$ cat config.mk
export PLATFORM = sky130hd
export DESIGN_NAME = kci_ram
export DESIGN_NICKNAME = d
export VERILOG_FILES = /design/src/hdl/kci_ram.sv
export SDC_FILE = /design/constraint.sdc
export NUM_CORES = 2
export LEC_CHECK = 0
export BUFFER_PORTS_ARGS = -buffer_cell sky130_fd_sc_hd__buf_4
export CORE_UTILIZATION = 45
export DETAILED_ROUTE_END_ITERATION = 16
export PLACE_DENSITY_LB_ADDON = 0.3
export SLEW_MARGIN = 20
export SYNTH_ARGS = -nofsm -noshare
export SYNTH_HDL_FRONTEND = slang
export SYNTH_SLANG_ARGS = --single-unit
$ cat constraint.sdc
create_clock -name clk -period 4.4 [get_ports clk]
set_input_delay 1.1 -clock clk [delete_from_list [all_inputs] [get_ports clk]]
set_output_delay 1.1 -clock clk [all_outputs]
set_load 0.02 [all_outputs]
$ cat src/hdl/kci_ram.sv
`timescale 1ns / 1ps
// ----------------------------------------------------------------------------
// kci_ram: generic single-port-write, single-port-read synchronous RAM
// One write and one read per cycle; read data is registered.
// ----------------------------------------------------------------------------
module kci_ram #(
  parameter int WIDTH = 32,
  parameter int DEPTH = 64
) (
  input  logic                     clk,
  input  logic                     we,
  input  logic [$clog2(DEPTH)-1:0] waddr,
  input  logic [WIDTH-1:0]         wdata,
  input  logic [$clog2(DEPTH)-1:0] raddr,
  output logic [WIDTH-1:0]         rdata
);

  logic [WIDTH-1:0] mem [DEPTH];

  // write port and registered read port
  always_ff @(posedge clk) begin
    if (we) begin
      mem[waddr] <= wdata;
    end
    rdata <= mem[raddr];
  end

endmodule

==> qor.txt <==
I/O Buffers = 77
slowest cell on the critical path = buf_4
critical path launch point type = input port
fraction of final layout cells sized beyond drive strength 1 = 30.85%
final WL = 199500 um
most common cell after layout, fill and taps aside = edfxtp_1
R2R Setup Slk = 2.10 ns
Placed Cells = 5732
mapped cell area = 78520 um2
Non-Filler Instances = 6116
main flop type after synthesis = edfxtp_1
Tmin final = 3.310 ns
Hold Buf Count CTS = 0
Pre-antenna DRT Iters = 5
H-tree depth = 4
number of synthesized flops with an enable pin = 2048
worst-path maximum fanout = 48
status = complete, no violations
endpoint type of the worst setup path = register
Yosys warnings = 0
# nets final = 3673
# setup viols final = 0
row count = 152
Final period util = 75.24%
commonest non-fill, non-tap cells in the layout = edfxtp_1, mux4_2, buf_4, clkbuf_16, mux2i_1
WL/cell = 32.62 um
Syn Nets = 3370
critical path arrival = 3.99 ns
RSZ-0062 raised after global routing = no
syn avg cell area = 23.62 um2
Die W = 419.7 um
Total GRT Usage = 22.99%
core area = 172500 um2
initial antenna violation count = 8
number of global-route vias before repair = 37194
fillers = 13126
Tot Pwr = 0.04107 W
total negative setup slack = 0 ns
Worst VDD drop = 0.3737 mV
number of placed I/O pins = 78
TritonCTS Buffers = 203
CP Class = input port to register
via count = 37355
CTS root buffer = clkbuf_16
Max Freq = 0.3021 GHz
Leak = 28.12 nW
largest net degree at the start of global routing = 65
DRC = 0
Worst path max stage delay = 0.73 ns
Clock Skew = 0.02431 ns
post-route ant nets = 0
Chip Height = 419.7 um
final hold vios = 0
mean number of vias per cell = 6.108
PwrDens = 455.3 nW/um2
area grow syn2layout = 14.90%
Seq/Total Area, Yosys = 79.14%
# resized after CTS = 0
#FFs+latches synth = 2080
clock slew at reported path FFs = 0.06 ns
die area = 176200 um2
HP Class = input port to register
Worst Tran Pin Value = 0.9308 ns
CTS tree = done
initial DRC count = 4619
Required @ worst endpoint = 5.08 ns
max-slew violations = 0
GP Congestion = 0.7882
most frequent CP cell = mux4_2
number of library cell types mapped by synthesis = 34
worst hold slack = 0.7924 ns
CTS max path bufs = 3
worst skew pair latency = 0.82 ns
global-route wire length before repair = 281900 um
Post CTS Setup Buffer Count = 0
Mapped Cells = 3324
clock sinks = 2080
async set or reset register ratio after synthesis = 0%
Critical Path, Cell by Cell = buf_8 > buf_4 > mux4_2 > mux4_2 > o22ai_1 > nor2_1
starting density of the core = 45.52%
MaxCap Viol Count = 0
Post-DP HPWL = 111600 um
Slew headroom = 37.95%
grt total ovfl = 0
## cells by family (layout without fill, tap and decap cells)
logic type,Yosys count,count (layout),share of synthesized area (%)
compound gates,202,202,1.673
other cells,0,4,0
mux,637,637,16.79
simple gates,223,223,1.265
buf+inv,182,660,1.128
flops,2080,2080,79.14
## area by class of cell
type | count | area, um2 | area share (%)
tap | 2310 | 2890 | 3.204
sequential | 2080 | 62140 | 68.88
clock inverter | 101 | 900.9 | 0.9986
multi-input combinational | 1062 | 15970 | 17.70
clock buffer | 279 | 5602 | 6.209
timing repair buffer | 280 | 2704 | 2.997
antenna | 4 | 10.01 | 0.01110
## registers in the layout, indices dropped and copies added, names as in the netlist
name	count
rdata	32
mem	2048
## cell usage after synthesis (4+ instances only)
master    instances  area, um2
and3_1            4      25.02
o221ai_1         27      236.5
mux2i_1          93      930.9
nor2_1          137      514.2
dfxtp_1          32      640.6
o32ai_1           4      35.03
buf_4            25      187.7
o22ai_1          84      525.5
a311oi_1          8      70.07
nand3b_1          5      37.54
nor2b_1          15      93.84
nor3_1            7      35.03
edfxtp_1       2048      61500
a41o_1            4      40.04
a22oi_1          12      90.09
mux4_2          544      12250
nand2b_1          8      50.05
a21oi_1          62      310.3
nand2_1          26      97.59
buf_2            57      285.3
buf_1            21      78.83
clkbuf_1         74      277.8
buf_6             5      56.30
nand3_1           5      25.02
## per-stage QoR
stage | setup slack (ns) | area (um2) | util [%]
floorplan | 0.1402 | 78520 | -
global placement | 0.1349 | 83700 | 48.52
detailed placement | 0.1100 | 83700 | 48.52
CTS | 0.9965 | 90200 | 52.29
global route | 0.9245 | 90200 | 52.29
finish | 1.090 | 90210 | 52.30
## per-layer routing
layer	GRT usage (%)	wire, um	share of wire, %
met1	32.92	81280	41
met5	0	19	0.0095
met2	36.58	96200	48
met3	4.372	17190	8.6
met4	5.771	4796	2.4
## report_power, final
group	switching, W	internal, W	total, W
Sequential	0.0000914	0.0219	0.0220
Combinational	0.00129	0.000812	0.00211
Clock	0.00732	0.00962	0.0169
Total	0.00871	0.0324	0.0411
## worst paths after layout
path	from	endpoint	cells past startpoint
worst min-delay path	raddr[4]	rdata[12]$_DFF_P_	3
worst max register to register	mem[27][24]$_DFFE_PP_	rdata[24]$_DFF_P_	4
worst min register to register	mem[12][4]$_DFFE_PP_	rdata[4]$_DFF_P_	4
worst max-delay path	raddr[1]	rdata[3]$_DFF_P_	6
## worst max-delay path, delay by kind of cell
| kind | cells | cell delay [ns] |
|---|---|---|
| buffers and inverters | 2 | 1.13 |
| AND/OR/NAND/NOR | 1 | 0.11 |
| AO/OA/AOI/OAI | 1 | 0.70 |
| multiplexers | 2 | 0.91 |
No activity file was read; power rests on OpenSTA's default activity.
